$ cat config.mk
export PLATFORM = sky130hd
export DESIGN_NAME = rhc_to_rgb
export DESIGN_NICKNAME = d
export VERILOG_FILES = /design/src/rtl/core/rhc_to_rgb.sv
export SDC_FILE = /design/constraint.sdc
export NUM_CORES = 2
export LEC_CHECK = 0
export ABC_CLOCK_PERIOD_IN_PS = 10600
export BUFFER_PORTS_ARGS = -buffer_cell sky130_fd_sc_hd__buf_2
export CAP_MARGIN = 20
export CELL_PAD_IN_SITES_DETAIL_PLACEMENT = 0
export CELL_PAD_IN_SITES_GLOBAL_PLACEMENT = 2
export CORE_ASPECT_RATIO = 1.25
export CORE_UTILIZATION = 43
export CTS_CLUSTER_SIZE = 10
export DETAILED_ROUTE_END_ITERATION = 7
export GPL_TIMING_DRIVEN = 0
export PLACE_DENSITY = 0.81
export SLEW_MARGIN = 20
export SYNTH_ARGS = -nofsm -noshare
export SYNTH_HDL_FRONTEND = slang
export SYNTH_SLANG_ARGS = --single-unit
$ cat constraint.sdc
create_clock -name clk -period 10.6 [get_ports clk]
set_input_delay 2.12 -clock clk [delete_from_list [all_inputs] [get_ports clk]]
set_output_delay 2.12 -clock clk [all_outputs]
set_load 0.05 [all_outputs]
$ cat src/rtl/core/rhc_to_rgb.sv
// hsl to rgb datapath on fixed-point fractions
module rhc_to_rgb
#(
    parameter int FRAC_BITS = 16
)
(
    input  logic               clk,
    input  logic               en,
    input  logic [FRAC_BITS:0] hue,
    input  logic [FRAC_BITS:0] sat,
    input  logic [FRAC_BITS:0] lig,
    output logic [FRAC_BITS:0] red,
    output logic [FRAC_BITS:0] green,
    output logic [FRAC_BITS:0] blue
);

    localparam int W  = FRAC_BITS + 1;
    localparam int SW = FRAC_BITS + 2;
    localparam int MW = FRAC_BITS + 3;
    localparam int PW = W + MW;
    localparam logic [W-1:0] ONE        = {1'b1, {FRAC_BITS{1'b0}}};
    localparam logic [W-1:0] HALF       = ONE >> 1;
    localparam logic [W-1:0] SIXTH      = W'((64'd1 << FRAC_BITS) / 6);
    localparam logic [W-1:0] THIRD      = W'((64'd1 << FRAC_BITS) / 3);
    localparam logic [W-1:0] TWO_THIRDS = W'((64'd2 << FRAC_BITS) / 3);

    typedef enum logic [1:0]
    {
        SEG_RAMP = 2'd0,
        SEG_Q    = 2'd1,
        SEG_P    = 2'd2
    } seg_t;

    // stage a: l * s
    logic [2*W-1:0] a_ls_reg;
    logic [W-1:0]   a_h_reg, a_s_reg, a_l_reg;

    always_ff @(posedge clk)
    begin
        if (en)
        begin
            a_ls_reg <= {{W{1'b0}}, lig} * {{W{1'b0}}, sat};
            a_h_reg  <= hue;
            a_s_reg  <= sat;
            a_l_reg  <= lig;
        end
    end

    // stage b: q, p and the three hue offsets
    logic [W-1:0]  lsf, q_next, p_next;
    logic [SW-1:0] q_raw, l2, th0;
    logic [W-1:0]  u_next [3];
    logic [W-1:0]  b_p_reg, b_q_reg, b_span_reg, b_l_reg;
    logic [W-1:0]  b_u_reg [3];
    logic          b_grey_reg;

    always_comb
    begin
        lsf    = a_ls_reg[FRAC_BITS +: W];
        q_raw  = (a_l_reg < HALF) ? ({1'b0, a_l_reg} + {1'b0, lsf})
                                  : ({1'b0, a_l_reg} + {1'b0, a_s_reg} - {1'b0, lsf});
        q_next = (q_raw > {1'b0, ONE}) ? ONE : q_raw[W-1:0];
        l2     = {a_l_reg, 1'b0};
        if (l2 > {1'b0, q_next})
        begin
            p_next = ((l2 - {1'b0, q_next}) > {1'b0, ONE}) ? ONE
                                                           : W'(l2 - {1'b0, q_next});
        end
        else
        begin
            p_next = '0;
        end
        th0       = {1'b0, a_h_reg} + {1'b0, THIRD};
        u_next[0] = (th0 > {1'b0, ONE}) ? W'(th0 - {1'b0, ONE}) : th0[W-1:0];
        u_next[1] = a_h_reg;
        u_next[2] = (a_h_reg >= THIRD) ? (a_h_reg - THIRD) : (a_h_reg + (ONE - THIRD));
    end

    always_ff @(posedge clk)
    begin
        if (en)
        begin
            b_p_reg    <= p_next;
            b_q_reg    <= q_next;
            b_span_reg <= (q_next > p_next) ? (q_next - p_next) : '0;
            b_l_reg    <= a_l_reg;
            b_grey_reg <= (a_s_reg == '0);
            for (int k = 0; k < 3; k++)
            begin
                b_u_reg[k] <= u_next[k];
            end
        end
    end

    // stage c: segment of the hue curve and the ramp multiplier
    seg_t          seg_next [3];
    logic [MW-1:0] m_next   [3];
    logic [W-1:0]  ramp_tail;
    seg_t          c_seg_reg [3];
    logic [MW-1:0] c_m_reg   [3];
    logic [W-1:0]  c_p_reg, c_q_reg, c_span_reg, c_l_reg;
    logic          c_grey_reg;

    always_comb
    begin
        for (int k = 0; k < 3; k++)
        begin
            ramp_tail   = TWO_THIRDS - b_u_reg[k];
            seg_next[k] = SEG_P;
            m_next[k]   = '0;
            if (b_u_reg[k] < SIXTH)
            begin
                seg_next[k] = SEG_RAMP;
                m_next[k]   = {b_u_reg[k], 2'b00} + {1'b0, b_u_reg[k], 1'b0};
            end
            else if (b_u_reg[k] < HALF)
            begin
                seg_next[k] = SEG_Q;
            end
            else if (b_u_reg[k] < TWO_THIRDS)
            begin
                seg_next[k] = SEG_RAMP;
                m_next[k]   = {ramp_tail, 2'b00} + {1'b0, ramp_tail, 1'b0};
            end
        end
    end

    always_ff @(posedge clk)
    begin
        if (en)
        begin
            for (int k = 0; k < 3; k++)
            begin
                c_seg_reg[k] <= seg_next[k];
                c_m_reg[k]   <= m_next[k];
            end
            c_p_reg    <= b_p_reg;
            c_q_reg    <= b_q_reg;
            c_span_reg <= b_span_reg;
            c_l_reg    <= b_l_reg;
            c_grey_reg <= b_grey_reg;
        end
    end

    // stage d: ramp products
    logic [PW-1:0] d_prod_reg [3];
    seg_t          d_seg_reg  [3];
    logic [W-1:0]  d_p_reg, d_q_reg, d_l_reg;
    logic          d_grey_reg;

    always_ff @(posedge clk)
    begin
        if (en)
        begin
            for (int k = 0; k < 3; k++)
            begin
                d_prod_reg[k] <= {{MW{1'b0}}, c_span_reg} * {{W{1'b0}}, c_m_reg[k]};
                d_seg_reg[k]  <= c_seg_reg[k];
            end
            d_p_reg    <= c_p_reg;
            d_q_reg    <= c_q_reg;
            d_l_reg    <= c_l_reg;
            d_grey_reg <= c_grey_reg;
        end
    end

    // stage e: channel values
    logic [MW:0]  v_full [3];
    logic [W-1:0] v_next [3];
    logic [W-1:0] ch_reg [3];

    always_comb
    begin
        for (int k = 0; k < 3; k++)
        begin
            case (d_seg_reg[k])
                SEG_RAMP: v_full[k] = {{(MW+1-W){1'b0}}, d_p_reg}
                                      + d_prod_reg[k][PW-1:FRAC_BITS];
                SEG_Q:    v_full[k] = {{(MW+1-W){1'b0}}, d_q_reg};
                default:  v_full[k] = {{(MW+1-W){1'b0}}, d_p_reg};
            endcase
            if (d_grey_reg)
            begin
                v_next[k] = d_l_reg;
            end
            else
            begin
                v_next[k] = (v_full[k] > {{(MW+1-W){1'b0}}, ONE}) ? ONE : v_full[k][W-1:0];
            end
        end
    end

    always_ff @(posedge clk)
    begin
        if (en)
        begin
            for (int k = 0; k < 3; k++)
            begin
                ch_reg[k] <= v_next[k];
            end
        end
    end

    assign red   = ch_reg[0];
    assign green = ch_reg[1];
    assign blue  = ch_reg[2];

endmodule

=== Word level (Yosys, flattened, before mapping) ===
Memories as Yosys holds them, arrays and structs flattened.
Index checks and enable logic that the tools add are counted.

* Register bits after elaboration: 274
* Bits in latches: 0
* Bits in writable memories: 279
* ROM bits: 0
* Bits of input ports: 53
* Output and inout bits: 51
* Word-level logic and storage cells: 110
* Memories kept: 6

{| class="wikitable"
|+ Memory list
! name !! words !! width !! rd ports !! clocked after memory_dff !! write ports !! RTL line !! text
|-
| d_prod_reg || 3 || 36 || 3 || 0 || 3 || 146 || <nowiki>logic [PW-1:0] d_prod_reg [3];</nowiki>
|-
| c_m_reg || 3 || 19 || 3 || 0 || 3 || 100 || <nowiki>logic [MW-1:0] c_m_reg [3];</nowiki>
|-
| b_u_reg || 3 || 17 || 3 || 0 || 3 || 54 || <nowiki>logic [W-1:0] b_u_reg [3];</nowiki>
|-
| ch_reg || 3 || 17 || 3 || 0 || 3 || 170 || <nowiki>logic [W-1:0] ch_reg [3];</nowiki>
|-
| c_seg_reg || 3 || 2 || 3 || 0 || 3 || 99 || <nowiki>seg_t c_seg_reg [3];</nowiki>
|-
| d_seg_reg || 3 || 2 || 3 || 0 || 3 || 147 || <nowiki>seg_t d_seg_reg [3];</nowiki>
|}

* $add $sub $neg: 21
* Multiply operators: 4
* Divide/modulo/power cells: 0
* Magnitude comparators: 19
* Equality and inequality tests: 3
* Shifts and indexed selects: 0
* Mux-type cells: 35
* Bitwise operators: 0
* Reduce and logical (&&, ||, !) cells: 4

{| class="wikitable"
|+ Operators by type and width
! kind !! count
|-
| 17-bit two-way mux || 11
|-
| 19-bit two-way mux || 9
|-
| 20-bit one-hot mux with 2 select lines || 3
|-
| 17-bit by 16-bit < comparator with 1-bit output, second input constant || 7
|-
| 19-bit by 18-bit adder with 19-bit output || 6
|-
| 17-bit by 19-bit multiplier with 36-bit output || 3
|-
| 17-bit by 20-bit adder with 20-bit output || 3
|-
| 20-bit by 17-bit greater-than comparator with 1-bit output, second input constant || 3
|-
| 18-bit by 17-bit greater-than comparator with 1-bit output, second input constant || 3
|-
| 17-bit by 14-bit < comparator with 1-bit output, second input constant || 3
|-
| 16-bit by 17-bit subtractor with 17-bit output, first input constant || 3
|-
| 17-bit by 17-bit adder with 18-bit output || 2
|-
| 18-bit by 17-bit subtractor with 18-bit output || 2
|-
| 17-bit by 17-bit multiplier with 33-bit output || 1
|-
| 17-bit by 15-bit adder with 18-bit output, second input constant || 1
|-
| 18-bit by 17-bit greater-than comparator with 1-bit output || 1
|-
| 18-bit two-way mux || 1
|-
| 2-bit two-way mux || 9
|-
| 17-bit by 16-bit adder with 17-bit output, second input constant || 1
|-
| 17-bit by 15-bit >= comparator with 1-bit output, second input constant || 1
|-
| 17-bit greater-than comparator || 1
|-
| 17-bit logical NOT || 1
|-
| 17-bit by 15-bit subtractor with 17-bit output, second input constant || 1
|-
| 17-bit subtractor || 1
|-
| 4 further kinds || 9
|}

=== Logic depth before layout (Yosys ltp) ===
* Depth after elaboration: 10
* Gate-level depth with buffers: 47
* Depth with buffers taken out: 45

=== Worst setup path after synthesis ===
No wires, ideal clock.

* Path kind: reg2reg
* Start: register a_ls_reg[17]
* End: register b_span_reg[5] (data pin)
* Setup time: 0.268 ns
* Arrival: 8.654 ns
* Data required time: 10.332 ns
* Setup slack: 1.678 ns
* Stages on the path, launching flop included: 40
* Period minus slack after synthesis: 8.922 ns
* Path through: edfxtp_1 -> fa_1 -> inv_1 -> ha_1 -> a211oi_1 -> nor2_1 -> nand3_1 -> o31ai_1 -> a2111oi_0 -> o22ai_1 -> or3_1 -> nor4_1 -> nand2_1 -> a21oi_1 -> inv_1 -> ha_1 -> a21o_1 -> a21o_1 -> [... 4 more ...] -> o21ai_0 -> a2111oi_2 -> a41oi_1 -> or2_1 -> ha_1 -> nor2b_1 -> o21ai_0 -> a21boi_0 -> o21ai_0 -> a21boi_0 -> o21ai_0 -> a21oi_1 -> o211ai_1 -> a31oi_1 -> or3_1 -> o211ai_1 -> clkbuf_1 -> nor3_1

* Cells in the longest elaborated chain, start to end: 9

{| class="wikitable"
|+ RTL lines
! element !! RTL line !! text
|-
| start: declaration || 35 || <nowiki>logic [2*W-1:0] a_ls_reg;</nowiki>
|-
| start signal: assignment || 42 || <nowiki>a_ls_reg <= {{W{1'b0}}, lig} * {{W{1'b0}}, sat};</nowiki>
|-
| 18-bit by 17-bit subtractor with 18-bit output / 17-bit by 17-bit adder with 18-bit output (equally long branches) || 61, 60 ||
|-
| 18-bit two-way mux * || 60 || <nowiki>q_raw = (a_l_reg < HALF) ? ({1'b0, a_l_reg} + {1'b0, lsf})</nowiki>
|-
| 18-bit by 17-bit greater-than comparator with 1-bit output || 62 || <nowiki>q_next = (q_raw > {1'b0, ONE}) ? ONE : q_raw[W-1:0];</nowiki>
|-
| 17-bit two-way mux * || 62 ||
|-
| net q_next[4] || 50 || <nowiki>logic [W-1:0] lsf, q_next, p_next;</nowiki>
|-
| 18-bit by 17-bit subtractor with 18-bit output || 67 || <nowiki>: W'(l2 - {1'b0, q_next});</nowiki>
|-
| 18-bit by 17-bit greater-than comparator with 1-bit output || 66 || <nowiki>p_next = ((l2 - {1'b0, q_next}) > {1'b0, ONE}) ? ONE</nowiki>
|-
| 17-bit two-way mux || 66 ||
|-
| 17-bit two-way mux || 64 || <nowiki>if (l2 > {1'b0, q_next})</nowiki>
|-
| 17-bit subtractor / 17-bit greater-than comparator (equally long branches) || 85 || <nowiki>b_span_reg <= (q_next > p_next) ? (q_next - p_next) : '0;</nowiki>
|-
| end signal: assignment || 85 ||
|-
| end: declaration || 53 || <nowiki>logic [W-1:0] b_p_reg, b_q_reg, b_span_reg, b_l_reg;</nowiki>
|}

Mark *: on every way through the listed nets, which the timed path passes. The rest lies on a longest branch.
A chain may end at the register's enable or synchronous reset.

=== Worst setup path in the final report ===
* Start: register a_l_reg[0]
* End: register b_span_reg[10] (data pin)

* Cells in the longest elaborated chain, start to end: 10

{| class="wikitable"
|+ RTL lines
! element !! RTL line !! text
|-
| start: declaration || 36 || <nowiki>logic [W-1:0] a_h_reg, a_s_reg, a_l_reg;</nowiki>
|-
| start signal: assignment || 45 || <nowiki>a_l_reg <= lig;</nowiki>
|-
| 17-bit by 17-bit adder with 18-bit output || 61 || <nowiki>: ({1'b0, a_l_reg} + {1'b0, a_s_reg} - {1'b0, lsf});</nowiki>
|-
| 18-bit by 17-bit subtractor with 18-bit output || 61 ||
|-
| 18-bit two-way mux * || 60 ||
|-
| 18-bit by 17-bit greater-than comparator with 1-bit output || 62 ||
|-
| 17-bit two-way mux * || 62 ||
|-
| net q_next[16] || 50 ||
|-
| 18-bit by 17-bit subtractor with 18-bit output || 67 ||
|-
| 18-bit by 17-bit greater-than comparator with 1-bit output || 66 ||
|-
| 17-bit two-way mux || 66 ||
|-
| 17-bit two-way mux || 64 ||
|-
| 17-bit subtractor / 17-bit greater-than comparator (equally long branches) || 85 ||
|}

Marked as above.

==> metrics <==
result of the run complete, no violations; Worst Path Arrival between 10000 and 15000 ps; die height about 440 um; commonest cells in the synthesized netlist sky130_fd_sc_hd__inv_1 (1277), sky130_fd_sc_hd__nand2_1 (1048), sky130_fd_sc_hd__fa_1 (961), sky130_fd_sc_hd__ha_1 (719), sky130_fd_sc_hd__edfxtp_1 (485); fraction of layout cells with a size suffix above 1 under 10%; post-synthesis async set-or-reset flop share 0%; area added between synthesis and finish 7.82%; Synth cell types 84; Total Die Area between 150000 and 200000 um2; CTS tree yes; hold_ws 370 ps; Core Footprint 154000 um2; Critical Setup Path Class reg2reg; sequential-to-total area share from yosys stat 21.8%; buffers plus inverters on the worst setup path 7; detail-routed net length per standard cell between 20 and 25 um; element type at the critical path end register; top_reg_cell synth sky130_fd_sc_hd__edfxtp_1; remaining number of nets flagged by the antenna check after routing 0; Final Hold Viols 0; reg-to-reg slack, setup between 500 and 600 ps; drt first pass iters 5; synthesized net count roughly 8.7k; Syn Inst Count about 6.9k; Routability Congestion 0.915; dominant cell type by count on the critical path sky130_fd_sc_hd__ha_1; max reg flops 60; peak fanout along the critical path 11; clock latency of the later-clocked register in the worst-skew pair approximately 700 ps; number of nets in the finished design 8850; Tightest Pin Transition roughly 1300 ps; Total Routed Length between 200000 and 250000 um; dominant cell by count in the synthesized netlist sky130_fd_sc_hd__inv_1; number of filler cells placed in the layout ~15k; maximum capacitance violations 0; CTS root buf sky130_fd_sc_hd__clkbuf_16; number of antenna violations at the first check in global routing 21; die span in x 354 um; vias post-DR ~49k; yosys synthesis warning count 0; number of enable flip-flop cells after synthesis between 400 and 500; delay of the slowest cell on the worst path ~660 ps; Starting Density a little over two fifths; Final Slew Violations 0; total DRC errors in the routed layout 0; required time at the endpoint of the critical path about 11000 ps; Inserted Clock Buffers 60; post-detailed-route via-to-cell ratio around 5.3; synthesized area per cell slightly below 10 um2; iteration-0 DRC count of the detailed router 2767; Relative slew margins between 10% and 20%; RSZ-0062 raised after global routing no; largest net degree at the start of global routing between 90 and 100; leading post-synthesis cells by cell area sky130_fd_sc_hd__fa_1 (29%), sky130_fd_sc_hd__edfxtp_1 (22%), sky130_fd_sc_hd__ha_1 (13%), sky130_fd_sc_hd__inv_1 (7.2%), sky130_fd_sc_hd__nand2_1 (5.9%); worst min-delay path category reg2reg; boundary pin count around 100; category of cells accounting for the largest share of critical-path delay compound AO/OA/AOI/OAI gates; endpoints failing setup 0; IO buf count approximately 100; number of global-route vias before repair roughly 50k; startpoint type of the worst setup path register; Clock Sinks ~490; slowest stage cell on the critical path sky130_fd_sc_hd__or4b_2; global-route usage over all layers between 20 and 30%; worst clock skew 60.6 ps; Final min period 10040 ps; clock-pin slew of the registers on the worst-case setup and hold paths roughly 60 ps; gr ovfl total 0; area share of the largest cell type after synthesis between 20% and 30%; clock buffer depth 3; highest attainable clock frequency 99.6 MHz; FP Rows 161; Synth Register Bits between 400 and 500; sum of net half-perimeters after detailed placement approximately 170000 um; Netlist Area Pre-Place 66700 um2; cell type with the highest aggregate area in the netlist sky130_fd_sc_hd__fa_1; H-tree levels 2; Period Utilization, post-route about 95%; first-pass GRT wire length between 300000 and 400000 um
[layout make-up]
type	instances	area, um2	area share (%)
Tap cell	2037	2550	3.55
Inverter	1278	4800	6.67
Timing Repair Buffer	117	738	1.03
Sequential cell	485	14600	20.3
Clock inverter	25	265	0.369
Multi-Input combinational cell	4896	46400	64.5
Antenna cell	7	17.5	0.0244
Buffer	279	1070	1.48
Clock buffer	64	1520	2.11
[layer usage]
layer / GRT usage, % / up-vias / wire length [um]
met4: 10.1 / 4 / 8880
met1: 32.1 / 24480 / 81500
li1: - / 22506 / -
met2: 46.2 / 1224 / 103000
met3: 2.54 / 353 / 9090
met5: 0 / - / 33
[timing repair]
| action | in CTS | in global routing |
|---|---|---|
| setup endpoints to repair | 17 | 17 |
| hold buffers | 0 | 0 |
| gates cloned | 0 | 0 |
| setup buffers | 2 | 5 |
| resized for setup | 12 | 33 |
| pin swaps | 2 | 11 |
[final timing paths]
| kind | start | endpoint | cells past startpoint |
|---|---|---|---|
| worst max-delay path | a_l_reg[0] | b_span_reg[10] | 42 |
| worst min-delay path | b_span_reg[8] | c_span_reg[8] | 0 |
| worst max register to register | a_l_reg[0] | b_span_reg[10] | 42 |
| worst min register to register | b_span_reg[8] | c_span_reg[8] | 0 |
[logic make-up (layout without fill, tap and decap cells)]
| family | after synthesis | after routing | synth area share [%] |
|---|---|---|---|
| compound gates | 901 | 901 | 8.74 |
| xor+xnor | 297 | 297 | 3.90 |
| fa+ha+maj | 1680 | 1680 | 42.4 |
| buf+inv | 1560 | 1763 | 8.80 |
| flops | 485 | 485 | 21.8 |
| mux | 29 | 29 | 0.441 |
| other cells | 0 | 7 | 0 |
| simple gates | 1989 | 1989 | 13.9 |
[placed cells by master, fill, tap and decap left out, types with 108 or more instances in the layout]
cell type	n
sky130_fd_sc_hd__xnor2_1	213
sky130_fd_sc_hd__a21oi_1	220
sky130_fd_sc_hd__ha_1	718
sky130_fd_sc_hd__clkbuf_1	272
sky130_fd_sc_hd__fa_1	961
sky130_fd_sc_hd__nand2_1	1047
sky130_fd_sc_hd__edfxtp_1	485
sky130_fd_sc_hd__buf_2	108
sky130_fd_sc_hd__nor2_1	200
sky130_fd_sc_hd__o21ai_0	184
sky130_fd_sc_hd__and2_1	388
sky130_fd_sc_hd__inv_1	1276
[through the flow]
step / utilization, % / area (um2) / TNS, ps / cells / setup WS [ps]
2_1_floorplan: - / 66700 / 0 / 6941 / 1680
3_3_place_gp: 45.3 / 69700 / -9410 / 9081 / -727
3_5_place_dp: 45.4 / 69900 / -9960 / 9086 / -769
4_1_cts: 46.6 / 71700 / 0 / 9177 / 6.85
6_report: 46.7 / 71900 / 0 / 9188 / 561
5_1_grt: 46.7 / 71900 / 0 / 9183 / 17.6
Power is left out: the tool's default activity adds up to more than one toggle a clock period on the data nets, which glitch-free logic cannot reach.
