## config.mk

```make
export PLATFORM = sky130hd
export DESIGN_NAME = rhc_to_hsl
export DESIGN_NICKNAME = d
export VERILOG_FILES = /design/src/rtl/core/rhc_div.sv /design/src/rtl/core/rhc_to_hsl.sv
export SDC_FILE = /design/constraint.sdc
export NUM_CORES = 2
export LEC_CHECK = 0
export ABC_AREA = 1
export BUFFER_PORTS_ARGS = -buffer_cell sky130_fd_sc_hd__buf_2
export CORE_MARGIN = 1.5
export CORE_UTILIZATION = 53
export CTS_BUF_LIST = sky130_fd_sc_hd__clkbuf_16
export CTS_CLUSTER_DIAMETER = 100
export DETAILED_ROUTE_END_ITERATION = 12
export HOLD_SLACK_MARGIN = 0.06
export PLACE_DENSITY = 0.74
export SLEW_MARGIN = 5
export SYNTH_ARGS = -nofsm -noshare
export SYNTH_HDL_FRONTEND = slang
export SYNTH_HIERARCHICAL = 1
export SYNTH_SLANG_ARGS = --single-unit
```

## constraint.sdc

```tcl
create_clock -name clk -period 14.2 [get_ports clk]
set_input_delay 2.13 -clock clk [delete_from_list [all_inputs] [get_ports clk]]
set_output_delay 2.13 -clock clk [all_outputs]
set_load 0.01 [all_outputs]
```

## src/rtl/core/rhc_div.sv

```systemverilog
// pipelined restoring divider, one quotient bit per stage, quotient = (num << (QB-1)) / den
module rhc_div
#(
    parameter int NW = 18,
    parameter int QB = 17
)
(
    input  logic          clk,
    input  logic          en,
    input  logic [NW-1:0] num,
    input  logic [NW-1:0] den,
    output logic [QB-1:0] quo
);

    logic [NW:0]   rem_reg [QB];
    logic [NW-1:0] den_reg [QB];
    logic [QB-1:0] quo_reg [QB];

    for (genvar i = 0; i < QB; i++)
    begin : g_step
        logic [NW:0]   trial;
        logic [NW-1:0] den_cur;
        logic [QB-1:0] quo_prev;
        logic          ge;

        if (i == 0)
        begin : g_first
            assign trial    = {1'b0, num};
            assign den_cur  = den;
            assign quo_prev = '0;
        end
        else
        begin : g_rest
            assign trial    = {rem_reg[i-1][NW-1:0], 1'b0};
            assign den_cur  = den_reg[i-1];
            assign quo_prev = quo_reg[i-1];
        end

        assign ge = (trial >= {1'b0, den_cur});

        always_ff @(posedge clk)
        begin
            if (en)
            begin
                rem_reg[i] <= ge ? (trial - {1'b0, den_cur}) : trial;
                den_reg[i] <= den_cur;
                quo_reg[i] <= {quo_prev[QB-2:0], ge};
            end
        end
    end

    assign quo = quo_reg[QB-1];

endmodule

```

## src/rtl/core/rhc_to_hsl.sv

```systemverilog
// rgb to hsl datapath on fixed-point fractions
module rhc_to_hsl
#(
    parameter int FRAC_BITS = 16
)
(
    input  logic               clk,
    input  logic               en,
    input  logic [FRAC_BITS:0] red,
    input  logic [FRAC_BITS:0] green,
    input  logic [FRAC_BITS:0] blue,
    output logic [FRAC_BITS:0] hue,
    output logic [FRAC_BITS:0] sat,
    output logic [FRAC_BITS:0] lig
);

    localparam int W  = FRAC_BITS + 1;
    localparam int SW = FRAC_BITS + 2;
    localparam int HW = FRAC_BITS + 3;
    localparam int QB = FRAC_BITS + 1;
    localparam int BW = W + 5;
    localparam logic [W-1:0]  ONE    = {1'b1, {FRAC_BITS{1'b0}}};
    localparam logic [W-1:0]  HALF   = ONE >> 1;
    localparam logic [SW-1:0] TWO    = {2'b10, {FRAC_BITS{1'b0}}};
    localparam logic [SW-1:0] RECIP3 = SW'((64'd1 << SW) / 3);

    typedef enum logic [1:0]
    {
        SEL_R = 2'd0,
        SEL_G = 2'd1,
        SEL_B = 2'd2
    } sel_t;

    // stage a: max and min
    logic [W-1:0] a_r_reg, a_g_reg, a_b_reg, a_mx_reg, a_mn_reg;
    sel_t         a_sel_reg;
    logic [W-1:0] mx_next, mn_next;
    sel_t         sel_next;

    always_comb
    begin
        mx_next  = red;
        mn_next  = red;
        sel_next = SEL_R;
        if (green > mx_next)
        begin
            mx_next  = green;
            sel_next = SEL_G;
        end
        if (blue > mx_next)
        begin
            mx_next  = blue;
            sel_next = SEL_B;
        end
        if (green < mn_next)
        begin
            mn_next = green;
        end
        if (blue < mn_next)
        begin
            mn_next = blue;
        end
    end

    always_ff @(posedge clk)
    begin
        if (en)
        begin
            a_r_reg   <= red;
            a_g_reg   <= green;
            a_b_reg   <= blue;
            a_mx_reg  <= mx_next;
            a_mn_reg  <= mn_next;
            a_sel_reg <= sel_next;
        end
    end

    // stage b: lightness, divider operands, hue sector
    logic [SW-1:0] sum;
    logic [W-1:0]  l_next, d_next, hn_next;
    logic [SW-1:0] sden_next;
    logic [2:0]    base_next;
    logic          neg_next;
    logic [SW-1:0] b_snum_reg, b_sden_reg, b_hnum_reg, b_hden_reg;
    logic [BW-1:0] b_side_reg;

    always_comb
    begin
        sum       = {1'b0, a_mx_reg} + {1'b0, a_mn_reg};
        l_next    = sum[SW-1:1];
        d_next    = a_mx_reg - a_mn_reg;
        sden_next = (l_next > HALF) ? (TWO - sum) : sum;
        hn_next   = '0;
        neg_next  = 1'b0;
        base_next = 3'd0;
        case (a_sel_reg)
            SEL_G:
            begin
                base_next = 3'd2;
                neg_next  = (a_b_reg < a_r_reg);
                hn_next   = neg_next ? (a_r_reg - a_b_reg) : (a_b_reg - a_r_reg);
            end
            SEL_B:
            begin
                base_next = 3'd4;
                neg_next  = (a_r_reg < a_g_reg);
                hn_next   = neg_next ? (a_g_reg - a_r_reg) : (a_r_reg - a_g_reg);
            end
            default:
            begin
                neg_next  = (a_g_reg < a_b_reg);
                base_next = neg_next ? 3'd6 : 3'd0;
                hn_next   = neg_next ? (a_b_reg - a_g_reg) : (a_g_reg - a_b_reg);
            end
        endcase
    end

    always_ff @(posedge clk)
    begin
        if (en)
        begin
            b_snum_reg <= {1'b0, d_next};
            b_sden_reg <= sden_next;
            b_hnum_reg <= {1'b0, hn_next};
            b_hden_reg <= {1'b0, d_next};
            b_side_reg <= {neg_next, base_next, (a_mx_reg == a_mn_reg), l_next};
        end
    end

    // dividers with the side fields traveling alongside
    logic [QB-1:0] s_quo, h_quo;
    logic [BW-1:0] side_reg [QB];

    rhc_div #(.NW(SW), .QB(QB)) u_sdiv
    (
        .clk (clk),
        .en  (en),
        .num (b_snum_reg),
        .den (b_sden_reg),
        .quo (s_quo)
    );

    rhc_div #(.NW(SW), .QB(QB)) u_hdiv
    (
        .clk (clk),
        .en  (en),
        .num (b_hnum_reg),
        .den (b_hden_reg),
        .quo (h_quo)
    );

    always_ff @(posedge clk)
    begin
        if (en)
        begin
            side_reg[0] <= b_side_reg;
            for (int i = 1; i < QB; i++)
            begin
                side_reg[i] <= side_reg[i-1];
            end
        end
    end

    // stage c: hue times six
    logic [HW-1:0] base_full, h6_next;
    logic [HW-1:0] c_h6_reg;
    logic [W-1:0]  c_s_reg, c_l_reg;
    logic          c_grey_reg;

    always_comb
    begin
        base_full = {side_reg[QB-1][BW-2 -: 3], {FRAC_BITS{1'b0}}};
        h6_next   = side_reg[QB-1][BW-1] ? (base_full - HW'(h_quo))
                                         : (base_full + HW'(h_quo));
    end

    always_ff @(posedge clk)
    begin
        if (en)
        begin
            c_h6_reg   <= h6_next;
            c_s_reg    <= (s_quo > ONE) ? ONE : s_quo;
            c_l_reg    <= side_reg[QB-1][W-1:0];
            c_grey_reg <= side_reg[QB-1][W];
        end
    end

    // stage d: divide by six as a halving and a reciprocal multiply by three
    logic [SW-1:0]   d_x_reg;
    logic [2*SW-1:0] d_prod_reg;
    logic [W-1:0]    d_s_reg, d_l_reg;
    logic            d_grey_reg;

    always_ff @(posedge clk)
    begin
        if (en)
        begin
            d_x_reg    <= c_h6_reg[HW-1:1];
            d_prod_reg <= {{SW{1'b0}}, c_h6_reg[HW-1:1]} * {{SW{1'b0}}, RECIP3};
            d_s_reg    <= c_s_reg;
            d_l_reg    <= c_l_reg;
            d_grey_reg <= c_grey_reg;
        end
    end

    // stage e: quotient correction
    logic [SW-1:0] q0, rem3, h_full;
    logic [W-1:0]  hue_reg, sat_reg, lig_reg;

    always_comb
    begin
        q0     = d_prod_reg[2*SW-1 -: SW];
        rem3   = d_x_reg - {q0[SW-2:0], 1'b0} - q0;
        h_full = q0 + SW'(rem3 >= SW'(3));
    end

    always_ff @(posedge clk)
    begin
        if (en)
        begin
            if (d_grey_reg)
            begin
                hue_reg <= '0;
                sat_reg <= '0;
            end
            else
            begin
                hue_reg <= (h_full > {1'b0, ONE}) ? ONE : h_full[W-1:0];
                sat_reg <= d_s_reg;
            end
            lig_reg <= d_l_reg;
        end
    end

    assign hue = hue_reg;
    assign sat = sat_reg;
    assign lig = lig_reg;

endmodule

```

==> After elaboration in Yosys (flattened, before gate mapping) <==
Memories as Yosys holds them, arrays and structs flattened.
Cells that the tools add are included.
W data, S select, Z words.
{ "totals": {"latchBits": 0, "mem_bits_rw": 2210, "inputBits": 53, "romBits": 0, "mem_count": 7, "reg_bits": 354, "out_inout_bits": 51, "elab_cells": 179} }
{ "memory_table": {"columns": ["name", "words", "width", "read_ports", "rd_clocked_by_memory_dff", "wr", "line", "rtl"], "rows": [
  ["side_reg", 17, 22, 17, 0, 17, "rhc_to_hsl.sv:132", "logic [BW-1:0] side_reg [QB];"],
  ["u_hdiv.rem_reg", 17, 19, 16, 0, 17, "rhc_div.sv:15", "logic [NW:0] rem_reg [QB];"],
  ["u_sdiv.rem_reg", 17, 19, 16, 0, 17, "rhc_div.sv:15", null],
  ["u_hdiv.den_reg", 17, 18, 16, 0, 17, "rhc_div.sv:16", "logic [NW-1:0] den_reg [QB];"],
  ["u_sdiv.den_reg", 17, 18, 16, 0, 17, "rhc_div.sv:16", null],
  ["u_hdiv.quo_reg", 17, 17, 17, 0, 17, "rhc_div.sv:17", "logic [QB-1:0] quo_reg [QB];"],
  ["1 more memories", null, null, null, null, null, null, null]
]} }
{ "classes": {"shift": 0, "multipliers": 1, "div": 0, "mux": 51, "n_bitwise": 0, "n_lt_le_gt_ge": 45, "n_eq_ne": 3, "n_reduce_logical": 1, "n_addsub": 48} }
{ "op_table": {"columns": ["operator", "count"], "rows": [
  ["$mux W19", 35],
  ["$ge A19 B18 Y1", 32],
  ["$sub A19 B18 Y19", 32],
  ["$mux W17", 8],
  ["$sub A17 B17 Y17", 7],
  ["$lt A17 B17 Y1", 5],
  ["$mul A18 B17 Y35 const B", 1],
  ["$gt A17 B17 Y1", 2],
  ["$pmux W17 S2", 1],
  ["$add A19 B17 Y19", 1],
  ["$sub A17 B18 Y19", 1],
  ["$sub A19 B17 Y19", 1],
  ["$add A17 B1 Y18", 1],
  ["$add A17 B17 Y18", 1],
  ["$ge A17 B18 Y1", 1],
  ["$ge A18 B2 Y1 const B", 1],
  ["$gt A18 B17 Y1 const B", 1],
  ["$mux W18", 1],
  ["$sub A17 B17 Y18", 1],
  ["$sub A18 B17 Y18", 1],
  ["$sub A18 B18 Y18", 1],
  ["$sub A18 B18 Y18 const A", 1],
  ["$eq A17 B17 Y1", 1],
  ["$ge A17 B17 Y1", 1],
  ["9 further kinds", 11]
]} }

==> Depth between registers and ports, before layout <==
{ "logic_depth": {"depth_word": 6, "ltp_mapped": 30, "depth_no_buf": 29} }

==> Hierarchy <==
The synthesis kept the hierarchy.
{ "modules_own_cells": {"columns": ["mod", "seq_area_each_um2", "area_each_um2", "instances", "cells_per_inst"], "rows": [
  ["rhc_div (u_hdiv)", 21891.0, 46338.2, 1, 5313],
  ["rhc_div (u_sdiv)", 21891.0, 45880.3, 1, 5278],
  ["rhc_to_hsl", 20719.9, 39679.3, 1, 3729]
]} }

==> Worst setup path before layout <==
OpenSTA, ideal clock, no wires.
{ "synth_timing": {"path_type": "input port to flip-flop", "from": "in red[16]", "to": "reg a_mn_reg[10], data pin", "slack_ns": 8.917, "setup_ns": 0.253, "cell_stages": 19, "path_buffers": 2, "t_required_ns": 13.947, "t_arrival_ns": 5.030, "cell_sequence": "inv_1 -> ha_1 -> nand4_1 -> nor2_1 -> nand4_1 -> nand3_2 -> clkbuf_1 -> nand2_1 -> o21ai_0 -> inv_1 -> ha_1 -> a21oi_1 -> o21a_1 -> o221ai_1 -> a21oi_1 -> nand2_1 -> buf_2 -> nand2_1 -> nand2_1"} }
{ "synth_via": {"elab_chain_len": 4} }
{ "synth_rtl": {"columns": ["element", "line", "rtl"], "rows": [
  ["start, declared", "rhc_to_hsl.sv:9", "input logic [FRAC_BITS:0] red,"],
  ["$lt A17 B17 Y1", "rhc_to_hsl.sv:55", "if (green < mn_next)"],
  ["$mux W17 (*)", "rhc_to_hsl.sv:55", null],
  ["$lt A17 B17 Y1", "rhc_to_hsl.sv:59", "if (blue < mn_next)"],
  ["$mux W17 (*)", "rhc_to_hsl.sv:59", null],
  ["via mn_next[10]", "rhc_to_hsl.sv:37", "logic [W-1:0] mx_next, mn_next;"],
  ["end signal, assigned", "rhc_to_hsl.sv:73", "a_mn_reg <= mn_next;"],
  ["end, declared", "rhc_to_hsl.sv:35", "logic [W-1:0] a_r_reg, a_g_reg, a_b_reg, a_mx_reg, a_mn_reg;"]
]} }
Mark *: on every way through the listed nets, which the timed path passes. The rest lies on a longest branch.
A chain may end at the register's enable or synchronous reset.

==> Worst setup path in the final report <==
{ "layout_timing": {"from": "in red[16]", "to": "reg a_mx_reg[1], data pin"} }
{ "layout_via": {"elab_chain_len": 4} }
{ "layout_rtl": {"columns": ["element", "line", "rtl"], "rows": [
  ["$gt A17 B17 Y1", "rhc_to_hsl.sv:45", "if (green > mx_next)"],
  ["$mux W17 (*)", "rhc_to_hsl.sv:45", null],
  ["$gt A17 B17 Y1", "rhc_to_hsl.sv:50", "if (blue > mx_next)"],
  ["$mux W17 (*)", "rhc_to_hsl.sv:50", null],
  ["via mx_next[1]", "rhc_to_hsl.sv:37", null],
  ["end signal, assigned", "rhc_to_hsl.sv:72", "a_mx_reg <= mx_next;"],
  ["end, declared", "rhc_to_hsl.sv:35", null]
]} }
Marks and branches as above.

==> impl_metrics.toml <==
[drt]
drt-vias-per-instance = 5.233
wl_per_cell_um = 16.89
vias = 94353
ant_nets = 0
drc = 0
firstDrtPassIters = 6
drt-initial-drc-count = 7413
wl_um = 304500

[clock_network]
cts_hold_buffers = 0
cts_resized = 0
clockRootBuffer = "clkbuf_16"
cts_tree = "done"
cts_buffers = 223
clock_sinks = 2148
post-cts-setup-buffers = 0
h-tree-depth = 4
clkTransAtPathRegs_ps = 60
ctsLongestPathBuffers = 3
clk_latency_ps = 900

[critical_path]
crit_path_start = "red[16]"
r2r-end = "d_prod_reg[32]$_DFFE_PP_"
worst_path_largest_cell_delay_ps = 1000
cp.depth = 19
crit_buf_inv = 3
cp_top_family = "simple AND/OR/NAND/NOR gates"
critPathCapture = "a_mx_reg[1]$_DFFE_PP_"
worstPathRequired_ps = 14810
crit_fanout = 36
critical_path_class = "input pin to register"
cp.arrival_ps = 6790
slowest_stage = "nand2_1"
reg2regPathDepth = 19
reg2reg_slack_ps = 8910
cp_cell_sequence = "buf_2 -> inv_1 -> ha_1 -> a21oi_1 -> o21ai_0 -> a21oi_1 -> nand3_2 -> nand2_1 -> o21ai_0 -> ha_1 -> nand4_1 -> o211ai_1 -> nand2_1 -> nand2_1 -> a21oi_1 -> o21ai_0 -> nand2_1 -> inv_2 -> o21ai_0"
cp-start-kind = "input pin"
cp-end-kind = "register"
reg2reg_from = "c_h6_reg[2]$_DFFE_PP_"

[sta]
relSlewSlack = 0.2229
tightest_slew_ps = 1162
hold_violations = 0
period_share = 0.4356
slew_violations = 0
fin_tns_setup_ps = 0
setup_viol = 0
fin_skew_ps = 70.04
max_freq_mhz = 161.7
min_period_ps = 6186
rsz0062_at_grt = "false"
final_critical_path_setup_slack_ps = 8014

[die]
core-area_mm2 = 0.2466
fp.dieH_um = 501.9
dieArea_mm2 = 0.2519
ios = 104
rows = 182
start_util = 0.5348
fp.dieW_um = 501.9

[global_routing]
antenna_found_initial = 4
globalRouteOverflowTotal = 0
grt_max_degree = 196
grt_pass1_vias = 90419
grt_pass1_wl_um = 480700
grt_usage = 0.2396

[synth]
synth_area_leader_cell = "edfxtp_1"
ys.flop_type = "edfxtp_1"
yosys_warnings = 6
synthTopCellsByArea = "edfxtp_1 (49%), nand2_1 (12%), ha_1 (9.3%)"
synthCells = 14320
synth_edf_count = 2148
async_reset_ff_frac = 0
synthDistinctLibCells = 66
syn_area_mm2 = 0.1319
synth.top_cell.area_share = 0.4890
ys_seq_area_frac = 0.4890
synth-seq-cells = 2148
avgSynthCellArea_um2 = 9.211

[placement]
port_buffers = 103
place_ws_ps = 7135
hpwlAfterDp_um = 234000
post-place-cells = 17607
gp_congestion = 0.9552

[job]
cap_viol_max_count = 0

[hold_path]
hold_start = "side_reg[0][203]$_DFFE_PP_"
min_path_type = "register to register"

[cells_and_area]
final_cell_mix = "nand2_1 (4160), inv_1 (2275), edfxtp_1 (2148), nand3_1 (1061), ha_1 (976)"
final_common_cell = "nand2_1"
area.growth.synth_to_final_pct = 8.484
utilization = 0.5802
layoutNonFillerInstCount = 18029
drive_above_1_share = 0.08550
largest_reg_flops = 357
final_nets = 15700

[power_and_ir_drop]
p_int_mw = 18.39
powerDensity_mw_per_mm2 = 229.2
power_switching_mw = 14.40
p_clk_frac = 0.179
swShare = 0.4391
power.leakage_nw = 66.49
peakVddDrop_v = 0.0002038
combPwrFrac = 0.510
seqPwrFrac = 0.311

[status]
status = "finished clean"
[per-stage QoR]
step / cell area (µm²) / power, mW / hold slack (ps)
after global routing: 143100 / 35.49 / 365.9
after global placement: 135600 / 26.60 / 400.2
after CTS: 143100 / 32.82 / 356.1
after floorplan: 131900 / 22.78 / 400.3
after detailed placement: 135600 / 26.81 / 404.5
final: 143100 / 32.79 / 376.0
[worst min-delay path by stage]
stage	end	slack, ps	cells past startpoint
6_report	side_reg[0][225]$_DFFE_PP_	380	0
5_1_grt	side_reg[0][167]$_DFFE_PP_	370	0
4_1_cts	side_reg[0][166]$_DFFE_PP_	360	0
3_5_place_dp	c_l_reg[6]$_DFFE_PP_	400	0
3_3_place_gp	u_sdiv/quo_reg[0][249]$_DFFE_PP_	400	0
2_1_floorplan	c_grey_reg$_DFFE_PP_	400	0
[routing by layer]
layer	global-route usage	up-vias	part of all wire	wire length, µm
li1	-	47437	-	-
met1	0.3173	44019	0.44	132500
met2	0.4125	2405	0.49	148200
met3	0.02574	492	0.050	15210
met4	0.07335	0	0.028	8644
met5	0	-	0	0
[Yosys cell counts, types with 15 or more instances]
master    instances
and3_1           16
nand2_1        4160
edfxtp_1       2148
nor2_2          100
o21bai_1         44
nand2_4          21
a21oi_1         491
a21o_1           21
ha_1            976
xnor2_1          75
buf_2            34
nor3b_1          15
o21ai_0         226
a21oi_2          64
inv_1          2246
nand4_1          53
nand4_4          28
nand3b_1        238
nor2_4           36
nand2_2         162
clkbuf_1         28
o21ai_2          99
nor3_1          157
xor2_1          359
nand3_2         110
and2_1           15
buf_6            61
nand3_1        1061
or2_2            36
inv_2            76
o21ai_1          35
buf_4            15
fa_1            151
nor2_1          834
[power by group through the flow]
stage | logic [mW] | registers, mW | clock network (mW)
after floorplan | 13.0 | 9.81 | 0
after global placement | 16.3 | 10.3 | 0
after detailed placement | 16.5 | 10.3 | 0
after CTS | 16.6 | 10.2 | 6.01
after global routing | 18.9 | 10.3 | 6.24
final | 16.7 | 10.2 | 5.87
[logic make-up (layout without fill, tap and decap cells)]
kind of cell | after synthesis | count (layout) | synth area share
AND/OR/NAND/NOR | 7065 | 7065 | 0.2403
buffers and inverters | 2481 | 2869 | 0.07622
flip-flops | 2148 | 2148 | 0.4890
AO/OA/AOI/OAI | 1062 | 1062 | 0.04982
adder cells (fa/ha/maj) | 1127 | 1127 | 0.1155
XOR/XNOR | 436 | 436 | 0.02907
other | 1 | 10 | 0.00002843
[final cells by class]
| type | instances | area (µm²) |
|---|---|---|
| Timing Repair Buffer | 126 | 803.3 |
| Clock buffer | 224 | 5605 |
| Multi-Input combinational cell | 9696 | 57380 |
| Tap cell | 3312 | 4144 |
| Clock inverter | 194 | 1908 |
| Inverter | 2325 | 8735 |
| Sequential cell | 2148 | 64500 |
| Fill cell | 21365 | 103500 |
| Antenna cell | 4 | 10.01 |
[worst reg2reg max path, stage by stage, from the launching register on]
cell and delay (ps):
edfxtp_1 480, ha_1 440, inv_1 80, fa_1 480, inv_1 80, fa_1 510, inv_1 50, fa_1 450
fa_1 410, fa_1 510, inv_1 40, ha_1 360, nand2_1 110, nor2_1 200, inv_1 80, nor2_1 120
nand3_1 80, o211ai_1 290, a21oi_1 130, xor2_1 160
Note: power is estimated with default switching activity, not from simulation.
